--- config.mk ---
export PLATFORM = sky130hd
export DESIGN_NAME = mtswl_ctrl
export DESIGN_NICKNAME = d
export VERILOG_FILES = /design/src/rtl/core/mtswl_pkg.sv /design/src/rtl/core/mtswl_ctrl.sv
export SDC_FILE = /design/constraint.sdc
export NUM_CORES = 1
export LEC_CHECK = 0
export BUFFER_PORTS_ARGS = -buffer_cell sky130_fd_sc_hd__buf_4
export CAP_MARGIN = 20
export CORE_UTILIZATION = 40
export CTS_CLUSTER_DIAMETER = 80
export DETAILED_ROUTE_END_ITERATION = 7
export GPL_ROUTABILITY_DRIVEN = 0
export GPL_TIMING_DRIVEN = 0
export HOLD_SLACK_MARGIN = 0.1
export PLACE_DENSITY = 0.65
export SLEW_MARGIN = 10
export SYNTH_ARGS = -nofsm -noshare
export SYNTH_HDL_FRONTEND = slang
export SYNTH_SLANG_ARGS = --single-unit
export TNS_END_PERCENT = 5
--- constraint.sdc ---
create_clock -name clk -period 1.75 [get_ports clk]
set_clock_uncertainty 0.2 [all_clocks]
set_input_delay 0.0875 -clock clk [delete_from_list [all_inputs] [get_ports clk]]
set_output_delay 0.0875 -clock clk [all_outputs]
set_load 0.01 [all_outputs]
--- src/rtl/core/mtswl_pkg.sv ---
// ----------------------------------------------------------------------------
// mtswl_pkg
// Shared types, constants and helpers of the multi-tier window limiter.
// ----------------------------------------------------------------------------
package mtswl_pkg;

    localparam int TIERS     = 3;
    localparam int LOG_DEPTH = 64;
    localparam int CFG_TIERS = 3;
    localparam int LOG_W     = (LOG_DEPTH > 1) ? $clog2(LOG_DEPTH) : 1;
    localparam int CNT_W     = $clog2(LOG_DEPTH + 1);
    localparam int ADDR_W    = (TIERS * LOG_DEPTH > 1) ? $clog2(TIERS * LOG_DEPTH) : 1;
    localparam int CFG_IDX_W = 3;
    localparam int CFG_DAT_W = 31;

    localparam logic [30:0] WAIT_MAX   = 31'h7FFF_FFFF;
    localparam logic [47:0] STAMP_NONE = 48'hFFFF_FFFF_FFFF;
    localparam logic [16:0] QUOTA_NONE = 17'h1FFFF;

    typedef enum logic [1:0] {
        MODE_START  = 2'd0,
        MODE_DONE   = 2'd1,
        MODE_UPDATE = 2'd2,
        MODE_NONE   = 2'd3
    } mode_t;

    localparam logic [1:0] ST_OK     = 2'd0;
    localparam logic [1:0] ST_WAIT   = 2'd1;
    localparam logic [1:0] ST_BUSY   = 2'd2;
    localparam logic [1:0] ST_REJECT = 2'd3;

    localparam logic [CFG_IDX_W-1:0] REG_MAX_CONC  = 3'd0;
    localparam logic [CFG_IDX_W-1:0] REG_TIER_CNT  = 3'd1;
    localparam logic [CFG_IDX_W-1:0] REG_LIMIT_A   = 3'd2;
    localparam logic [CFG_IDX_W-1:0] REG_LIMIT_B   = 3'd3;
    localparam logic [CFG_IDX_W-1:0] REG_LIMIT_C   = 3'd4;
    localparam logic [CFG_IDX_W-1:0] REG_WIN_A     = 3'd5;
    localparam logic [CFG_IDX_W-1:0] REG_WIN_B     = 3'd6;
    localparam logic [CFG_IDX_W-1:0] REG_WIN_C     = 3'd7;

    typedef struct packed {
        logic latch;
        logic dispatch;
        logic refresh;
        logic read;
        logic check;
        logic decide;
        logic log_wr;
        logic emit;
    } cmd_t;

    typedef struct packed {
        mode_t mode;
        logic  pop;
        logic  last;
        logic  grant_ok;
        logic  out_free;
    } stat_t;

    function automatic logic [CNT_W-1:0] clamp_limit(input logic [15:0] v);
        if (v == 16'd0)
            return CNT_W'(1);
        else if (32'(v) > LOG_DEPTH)
            return CNT_W'(LOG_DEPTH);
        else
            return CNT_W'(v);
    endfunction

endpackage

--- src/rtl/core/mtswl_ctrl.sv ---
// ----------------------------------------------------------------------------
// mtswl_ctrl
// Sequencer of the window limiter: walks tiers, purges logs, logs grants.
// ----------------------------------------------------------------------------
module mtswl_ctrl (
    input  logic              clk,
    input  logic              rst_n,
    input  logic              req_valid,
    input  mtswl_pkg::stat_t  stat,
    output mtswl_pkg::cmd_t   cmd
);
    typedef enum logic [7:0] {
        S_IDLE     = 8'b0000_0001,
        S_DISPATCH = 8'b0000_0010,
        S_REFRESH  = 8'b0000_0100,
        S_READ     = 8'b0000_1000,
        S_CHECK    = 8'b0001_0000,
        S_DECIDE   = 8'b0010_0000,
        S_LOG      = 8'b0100_0000,
        S_RESULT   = 8'b1000_0000
    } state_t;

    state_t state_reg, state_next;

    always_comb
    begin
        cmd        = '0;
        state_next = state_reg;
        unique case (state_reg)
            S_IDLE:
            begin
                cmd.latch = 1'b1;
                if (req_valid)
                    state_next = S_DISPATCH;
            end
            S_DISPATCH:
            begin
                cmd.dispatch = 1'b1;
                state_next   = (stat.mode == mtswl_pkg::MODE_START) ? S_REFRESH : S_RESULT;
            end
            S_REFRESH:
            begin
                cmd.refresh = 1'b1;
                state_next  = S_READ;
            end
            S_READ:
            begin
                cmd.read   = 1'b1;
                state_next = S_CHECK;
            end
            S_CHECK:
            begin
                cmd.check = 1'b1;
                if (stat.pop)
                    state_next = S_READ;
                else if (stat.last)
                    state_next = S_DECIDE;
                else
                    state_next = S_REFRESH;
            end
            S_DECIDE:
            begin
                cmd.decide = 1'b1;
                state_next = stat.grant_ok ? S_LOG : S_RESULT;
            end
            S_LOG:
            begin
                cmd.log_wr = 1'b1;
                if (stat.last)
                    state_next = S_RESULT;
            end
            S_RESULT:
            begin
                // hold until the output register is free
                if (stat.out_free)
                begin
                    cmd.emit   = 1'b1;
                    state_next = S_IDLE;
                end
            end
            default: state_next = S_IDLE;
        endcase
    end

    always_ff @(posedge clk or negedge rst_n)
    begin
        if (!rst_n)
            state_reg <= S_IDLE;
        else
            state_reg <= state_next;
    end

endmodule

After elaboration in Yosys (flattened, before gate mapping)
Index checks and enable logic that the tools add are counted.

Logic and storage cells: 31. Output and inout port bits: 8. Register bits: 8. Bits of input ports: 9.

Equal/unequal tests: 11. Reductions and logical operators: 2. Mux-type cells: 17.

Operators with widths (number): one-hot mux 8 bit (8 select lines) (1); two-way mux 8 bit (6); two-way mux 1 bit (9); equality test 8 x 1 -> 1 bit (second input constant) (1); equality test 8 x 2 -> 1 bit (second input constant) (1); equality test 8 x 3 -> 1 bit (second input constant) (1); equality test 8 x 4 -> 1 bit (second input constant) (1); equality test 8 x 5 -> 1 bit (second input constant) (1); equality test 8 x 6 -> 1 bit (second input constant) (1); equality test 8 x 7 -> 1 bit (second input constant) (1); equality test 8 bit (second input constant) (1); two-way mux 6 bit (1); inequality test 2 bit (second input constant) (3); AND reduction 3 bit (1); zero test 2 bit (1).

Logic depth before layout (Yosys ltp)
Gate-level depths: netlist of the first run.

Word-level depth: 3. Depth in mapped cells: 5. Depth with buffers taken out: 4.

Worst setup path before layout of the first run
Ideal clock, no wire load.

Kind: register to register. Start point: register state_reg[2]. End point: register state_reg[7]. Path slack: 131 ps. Data required time: 1472 ps. Period minus slack after synthesis: 1619 ps. Data arrival time: 1342 ps. Buffers on the path: 1. Stages on the path, launching flop included: 6. Setup time: 78 ps. Cells stage by stage: dfrtp_1 > buf_6 > nor4_4 > and4b_4 > a221o_1 > o2bb2ai_1.

Cells in the longest elaborated chain, start to end: 3. Elaborated cells on any way between the ends: 13. Classes of those cells: eq/ne (11); mux (1); reduce/logical (1).

Ends and longest elaborated chain: start: declaration (RTL line mtswl_ctrl.sv:23) `state_t state_reg, state_next;`; start signal: assignment (RTL line mtswl_ctrl.sv:90) `state_reg <= state_next;`; equality test 8 x 7 -> 1 bit (tied with other cells) (RTL line mtswl_ctrl.sv:29) `unique case (state_reg)`; inequality test 2 bit (no source line); AND reduction 3 bit (no source line).

Several ways; a longest one is shown, not always the timed one. A chain may end at the register's enable or synchronous reset.

==> parameters.txt, run 1 <==
Parameter                              Value

Floorplanning
  Standard-cell rows ... 13
  Width of the die ... 39.1 µm
  Starting density of the core ... 42.9%
  Number of ports placed on the die boundary ... 17
  Core area ... ~0.0013 mm²
  Vertical extent of the die ... around 39 µm
  Die area ... between 0.0015 and 0.002 mm²

STA
  Final setup fails ... 6
  Final worst slack ... -0.116 ns
  Shortest clock period the worst path allows after layout ... 1.87 ns
  Actual slew at the worst max-slew pin ... between 0.3 and 0.4 ns
  Fin. max-slew vios ... 0
  TNS Setup ... -0.424 ns
  Hold Violations, Final ... 0
  Maximum achievable frequency ... between 500 and 600 MHz
  Headroom to the max-slew limit ... between 70 and 80%
  Fin crit share ... 107%
  Hold_ws ... between 0.09 and 0.1 ns
  Unrepaired setup endpoints after global routing ... true

Yosys
  Simple-gate portion of the synthesized area ... 41.5%
  Number of synthesized flops with an enable pin ... 0
  Largest family of logic cells by synthesized area ... simple AND/OR/NAND/NOR gates
  Multiplexer share of the synthesized area ... 0%
  Top cell types by occurrence after synthesis ... sky130_fd_sc_hd__dfrtp_1 (7), sky130_fd_sc_hd__nand2_1 (7), sky130_fd_sc_hd__nor3b_1 (5)
  Flops & latches, synth ... 8
  Yosys warning count ... 0
  Adder-cell share of the synthesized area ... 0%
  Xor and xnor area share after synthesis ... around 1.6%
  Post-Synthesis Mean Instance Area ... between 9 and 10 µm²
  Cell types with the largest area share after synthesis ... sky130_fd_sc_hd__dfrtp_1 (32%), sky130_fd_sc_hd__nor3b_1 (6.8%), sky130_fd_sc_hd__dfstp_2 (4.8%)
  Library cell occupying the most area in the post-synthesis netlist ... sky130_fd_sc_hd__dfrtp_1
  Proportion of register bits with asynchronous set or reset after synthesis ... 100%
  Share of synthesized area occupied by flip-flops and latches ... 36.5%
  Primary FF master, synth ... sky130_fd_sc_hd__dfrtp_1
  Top-area cell type share of the netlist area ... 31.7%
  Post-synth cell types ... 31
  Number of nets produced by synthesis ... between 60 and 70
  Share of the synthesized area in compound gates (AO/OA/AOI/OAI) ... 16.3%
  Syn Inst Count ... 58
  Synth Cell Area ... 552 µm²

Status
  Violated checks ... negative setup slack
  Status ... finished, violations left

Setup path
  Sum of buffers and inverters on the critical path ... 2
  Nature of the critical path endpoint ... output port
  Launching element type of the critical path ... flop
  Cell family contributing the most delay on the critical path ... simple AND/OR/NAND/NOR gates
  Data arrival time of the critical path ... roughly 1.6 ns
  Cells along the critical path ... nor4_4 -> buf_4 -> and2_4 -> and3_4 -> buf_6
  Biggest cell delay along the critical path ... 0.46 ns
  CP Class ... flop to output port
  Slowest-stage cell, CP ... sky130_fd_sc_hd__dfrtp_2
  Data required time of the critical path ... 1.46 ns
  Critical path fanouts, max ... 7

Power and ir drop
  VDD IR max ... around 500 µV
  Leak pwr ... 0.450 nW
  Overall power consumption ... 0.850 mW
  Total power divided by cell area ... 910 mW/mm²

Clock tree
  CTS Buf Count ... 3
  CTS tree ... yes
  Deepest clock path buffer count ... 2
  Clock transition at the registers of the reported paths ... approximately 0.06 ns
  Clock tree root buffer cell ... sky130_fd_sc_hd__clkbuf_4
  # H-tree levels ... 1
  CTS sink count ... 8
  Latest clock arrival within the worst-skew pair ... 0.26 ns

Placed design
  Dpl ws ... -0.00187 ns
  Input/output buffers ... 16
  Sum of net half-perimeters after detailed placement ... between 800 and 900 µm

Global routing
  Vias in the first global route ... 491
  Largest net degree at the start of global routing ... 8
  Total global routing overflow ... 0
  Wire length of the first global-routing pass ... about 2100 µm
  Number of antenna violations at the first check in global routing ... 0
  Tot GR Track Use ... a little over a fifth

Detailed routing
  Routed wire length ... 1400 µm
  Number of vias after detailed routing ... roughly 580
  Post-DR vias/cell ... 5.19
  DR DRC count ... 0
  Routed wire per std cell ... 12.5 µm
  Antenna-violating nets left ... 0
  Length of the first detailed-routing pass in iterations ... 4
  Violation count after the first detailed-routing iteration ... 2

Flow run
  Count of maximum capacitance violations ... 0

Finish
  Number of nets in the layout ... 107
  Share of final-layout standard cells stronger than drive strength 1 ... between 40% and 50%
  Fraction of the core area covered by cells at the end of the flow ... 72.6%
  Antenna cell count ... 0
  Max FFs per register ... 8
  Total of fill cells in the finished design ... 90
  Area Growth Syn to Fin ... 69.2%

Min path
  Min-Delay Path Class ... input pin to async pin
-- worst reg2reg max path, cell delays in order, from the launching register on --
cell	delay (ns)
sky130_fd_sc_hd__dfrtp_2	0.46
sky130_fd_sc_hd__nor4_4	0.27
sky130_fd_sc_hd__buf_4	0.18
sky130_fd_sc_hd__buf_4	0.11
sky130_fd_sc_hd__buf_4	0.09
sky130_fd_sc_hd__a21bo_2	0.11
sky130_fd_sc_hd__o211ai_1	0.07
sky130_fd_sc_hd__o2bb2ai_1	0.16
-- per-stage QoR --
stage / instance area (µm²) / std cells
6_report: 933 / 112
5_1_grt: 933 / 112
4_1_cts: 868 / 107
3_5_place_dp: 691 / 89
3_3_place_gp: 691 / 89
2_1_floorplan: 552 / 58
-- cell families after synthesis --
group | count (synthesis)
buffers and inverters | 4
and+or+nand+nor | 34
xor gates and xnor gates | 1
AOI/OAI and AO/OA | 11
DFF | 8
-- cell usage in the layout (no fill, tap or decap) --
cell type,n
sky130_fd_sc_hd__nor2b_1,2
sky130_fd_sc_hd__dlygate4sd3_1,9
sky130_fd_sc_hd__a211oi_1,1
sky130_fd_sc_hd__and2_4,1
sky130_fd_sc_hd__a221o_1,1
sky130_fd_sc_hd__nor3_1,1
sky130_fd_sc_hd__and3_2,1
sky130_fd_sc_hd__o211ai_1,2
sky130_fd_sc_hd__nand3_1,2
sky130_fd_sc_hd__nor3b_1,5
sky130_fd_sc_hd__xor2_1,1
sky130_fd_sc_hd__a21bo_2,1
sky130_fd_sc_hd__and3_4,1
sky130_fd_sc_hd__dfrtp_2,3
sky130_fd_sc_hd__nor2_1,4
sky130_fd_sc_hd__nand2_2,1
sky130_fd_sc_hd__clkbuf_4,3
sky130_fd_sc_hd__and2_1,2
sky130_fd_sc_hd__buf_6,4
sky130_fd_sc_hd__nor4b_2,2
sky130_fd_sc_hd__nand2_1,6
sky130_fd_sc_hd__and4b_4,1
sky130_fd_sc_hd__o2bb2ai_1,2
sky130_fd_sc_hd__buf_4,23
sky130_fd_sc_hd__o21ai_0,1
sky130_fd_sc_hd__inv_1,3
sky130_fd_sc_hd__o31ai_1,1
sky130_fd_sc_hd__o211a_1,1
sky130_fd_sc_hd__nand2b_1,1
sky130_fd_sc_hd__dfrtp_1,4
sky130_fd_sc_hd__a21o_1,1
sky130_fd_sc_hd__nor4_4,2
sky130_fd_sc_hd__dfstp_2,1
sky130_fd_sc_hd__clkbuf_1,1
sky130_fd_sc_hd__nor3b_2,1
sky130_fd_sc_hd__and4b_2,1
-- layout make-up --
class / count / area [µm²] / area share, %
inverter: 3 / 11.3 / 1.21
buffer: 1 / 11.3 / 1.21
tap: 15 / 18.8 / 2.01
sequential: 8 / 205 / 22.0
multi-input combinational: 46 / 364 / 39.0
timing repair buffer: 35 / 297 / 31.8
clock buffer: 4 / 26.3 / 2.82
-- routing by layer --
layer | track usage [%] | vias to the layer above | wire, µm
met5 | 0 | - | 0
met3 | 3.47 | 2 | 43
met4 | 10.3 | 0 | 12
met2 | 29.2 | 15 | 692
met1 | 30.6 | 268 | 655
li1 | - | 296 | -
-- report_power, final --
part	leakage, nW	total [mW]	switching (mW)	internal [mW]
sequential	0.102	0.281	0.0560	0.225
clock	0.0150	0.165	0.0770	0.0882
combinational	0.333	0.403	0.161	0.242
-- final timing paths --
kind / startpoint / to / slack (ns) / depth (start not counted)
worst max-delay path: state_reg[3] / cmd[0] / -0.12 / 5
worst min-delay path: rst_n / state_reg[0] / 0.1 / 2
worst max register to register: state_reg[3] / state_reg[0] / 0.01 / 7
worst min register to register: state_reg[1] / state_reg[0] / 0.43 / 2
max in group asynchronous: rst_n / state_reg[6] / 0.47 / 3
min in group clk: stat[3] / state_reg[5] / 0.33 / 3
-- what timing repair did --
action / in CTS / in global routing
gates resized for setup: 5 / 8
pin swaps: 2 / 6
cloned: 0 / 0
hold buffers: 9 / 0
setup endpoints to repair: 9 / 10
hold endpoints to repair: 14 / 0
buffers inserted: 5 / 5
Power figures use the tool's default switching activity.
==> inputs of run 2 (changes only) <==
Settings changed: CAP_MARGIN 20 to default, CELL_PAD_IN_SITES_DETAIL_PLACEMENT from default to 1, CELL_PAD_IN_SITES_GLOBAL_PLACEMENT from default to 1, CORE_ASPECT_RATIO from default to 1.1, CORE_UTILIZATION 40 to 35, PLACE_DENSITY 0.65 to 0.74.
==> parameters.txt, run 2 (synthesized netlist as in run 1, its figures left out) <==
Parameter                              Value

Detailed routing
  Post-DR vias/cell ... 5.52 (was 5.19)
  Routed wire length ... 2080 µm (was 1400 µm)
  Number of vias after detailed routing ... 635 (was 581)
  DR DRC count ... 0 (unchanged)
  Antenna-violating nets left ... 0 (unchanged)
  Routed wire per std cell ... 18.1 µm (was 12.5 µm)
  Violation count after the first detailed-routing iteration ... 3 (was 2)
  Length of the first detailed-routing pass in iterations ... 4 (unchanged)

Global routing
  Number of antenna violations at the first check in global routing ... 0 (unchanged)
  Largest net degree at the start of global routing ... 8 (unchanged)
  Total global routing overflow ... 0 (unchanged)
  Vias in the first global route ... 645 (was 491)
  Wire length of the first global-routing pass ... 2890 µm (was 2100 µm)
  Tot GR Track Use ... 24.9% (was 21.0%)

STA
  Fin. max-slew vios ... 0 (unchanged)
  Final worst slack ... -0.145 ns (was -0.116 ns)
  Maximum achievable frequency ... 528 MHz (was 536 MHz)
  Hold_ws ... 0.120 ns (was 0.0999 ns)
  Unrepaired setup endpoints after global routing ... true (unchanged)
  Fin crit share ... 108% (was 107%)
  Headroom to the max-slew limit ... 73.7% (was 76.8%)
  Actual slew at the worst max-slew pin ... 0.394 ns (was 0.346 ns)
  Final setup fails ... 9 (was 6)
  Hold Violations, Final ... 0 (unchanged)
  Shortest clock period the worst path allows after layout ... 1.90 ns (was 1.87 ns)

Clock tree
  Latest clock arrival within the worst-skew pair ... 0.25 ns (was 0.26 ns)
  CTS Buf Count ... 3 (unchanged)
  Clock tree root buffer cell ... sky130_fd_sc_hd__clkbuf_4 (unchanged)
  CTS sink count ... 8 (unchanged)
  # H-tree levels ... 1 (unchanged)
  Deepest clock path buffer count ... 2 (unchanged)
  Clock transition at the registers of the reported paths ... 0.06 ns (about the same)
  CTS tree ... yes (unchanged)

Finish
  Final cell count without fillers ... 115 (was 112)
  Number of nets in the layout ... 109 (was 107)
  Most frequent cells in the layout ... sky130_fd_sc_hd__buf_4 (24), sky130_fd_sc_hd__dlygate4sd3_1 (9), sky130_fd_sc_hd__buf_6 (5), sky130_fd_sc_hd__nand2_1 (5) (was sky130_fd_sc_hd__buf_4 (23), sky130_fd_sc_hd__dlygate4sd3_1 (9), sky130_fd_sc_hd__nand2_1 (6))
  Fraction of the core area covered by cells at the end of the flow ... 69.0% (was 72.6%)
  Most frequent standard cell in the layout excluding fill and tap cells ... sky130_fd_sc_hd__buf_4 (unchanged)
  Area Growth Syn to Fin ... 77.6% (was 69.2%)
  Share of final-layout standard cells stronger than drive strength 1 ... 54.5% (was 47.4%)
  Max FFs per register ... 8 (unchanged)
  Antenna cell count ... 0 (unchanged)

Min path
  Min-Delay Path Class ... input pin to async pin (unchanged)

Floorplanning
  Width of the die ... 39.9 µm (was 39.1 µm)
  Number of ports placed on the die boundary ... 17 (unchanged)
  Standard-cell rows ... 14 (was 13)
  Core area ... 0.00142 mm² (was 0.00128 mm²)
  Vertical extent of the die ... 43.6 µm (was 39.1 µm)
  Die area ... 0.00174 mm² (was 0.00153 mm²)
  Starting density of the core ... 38.9% (was 42.9%)

Setup path
  Critical path fanouts, max ... 6 (was 7)
  Nature of the critical path endpoint ... output port (unchanged)
  Cell family contributing the most delay on the critical path ... simple AND/OR/NAND/NOR gates (unchanged)
  Cells along the critical path ... nor4_4 -> nand2_2 -> nor3b_4 -> buf_4 (was nor4_4 -> buf_4 -> and2_4 -> and3_4 -> buf_6)
  CP Class ... flop to output port (unchanged)
  Sum of buffers and inverters on the critical path ... 1 (was 2)
  Launching element type of the critical path ... flop (unchanged)
  Data arrival time of the critical path ... 1.61 ns (was 1.58 ns)
  Data required time of the critical path ... 1.46 ns (about the same)
  Slowest-stage cell, CP ... sky130_fd_sc_hd__dfrtp_2 (unchanged)
  Biggest cell delay along the critical path ... 0.46 ns (about the same)

Placed design
  Sum of net half-perimeters after detailed placement ... 1130 µm (was 860 µm)
  Input/output buffers ... 16 (unchanged)
  Dpl ws ... -0.0431 ns (was -0.00187 ns)
  Post-placement cell count ... 90 (was 89)

Power and ir drop
  Leak pwr ... 0.466 nW (was 0.450 nW)
  Total power divided by cell area ... 958 mW/mm² (was 910 mW/mm²)
  VDD IR max ... 468 µV (was 501 µV)

Status
  Status ... finished, violations left (unchanged)
  Violated checks ... negative setup slack (unchanged)

Flow run
  Count of maximum capacitance violations ... 0 (unchanged)
==> run 2: cell count changes in the layout (fill, tap and decap cells not counted), sizes merged <==
cell / change
buf: +2
==> run 2: layout make-up <==
cell class	instances	area, µm²
plain buffers	1	11.3
clock buffers	4	26.3
fillers	159	439
inverters	3	11.3
multi-input cells	46	390
flip-flops and latches	8	205
well taps	16	20.0
repair buffers	37	315
==> run 2: repair_timing <==
item / in CTS / in global routing
hold endpoints to repair: 15 / 0
resized for setup: 9 / 12
setup buffers: 6 / 6
endpoints found under the setup margin: 9 / 11
pin swaps: 7 / 5
cloned: 0 / 0
hold buffers: 9 / 0
==> run 2: final timing paths <==
check / from / end / slack (ns) / cells after the start
max: state_reg[1] / cmd[5] / -0.15 / 4
min: rst_n / state_reg[0] / 0.12 / 2
max reg2reg: state_reg[1] / state_reg[3] / 0 / 6
min reg2reg: state_reg[1] / state_reg[0] / 0.42 / 2
max in group asynchronous: rst_n / state_reg[1] / 0.43 / 3
min in group clk: stat[3] / state_reg[5] / 0.35 / 3
==> run 2: worst reg2reg max path, stage by stage (launching register included) <==
cell and delay, ns:
sky130_fd_sc_hd__dfrtp_2 0.46, sky130_fd_sc_hd__nor4_4 0.34, sky130_fd_sc_hd__nand2_2 0.15, sky130_fd_sc_hd__nor3b_4 0.25
sky130_fd_sc_hd__buf_4 0.15, sky130_fd_sc_hd__buf_6 0.08, sky130_fd_sc_hd__a21o_1 0.07
==> run 2: where the power goes <==
| group | switching, mW | internal, mW |
|---|---|---|
| combinational | 0.216 | 0.279 |
| clock | 0.0657 | 0.0874 |
| sequential | 0.0651 | 0.226 |
==> run 2: layer usage <==
layer / part of all wire (%) / GRT usage, %
met4: 0.62 / 8.28
met2: 55 / 43.6
met3: 2.4 / 4.62
met5: 0 / 0
met1: 41 / 29.3
==> run 2: through the flow <==
step	cell area, µm²	setup TNS (ns)	power (mW)
finish	980	-0.580	0.939
global route	980	-1.05	0.980
CTS	887	-0.558	0.875
detailed placement	692	-0.0542	0.584
global placement	692	-0.0247	0.569
floorplan	552	0	0.474
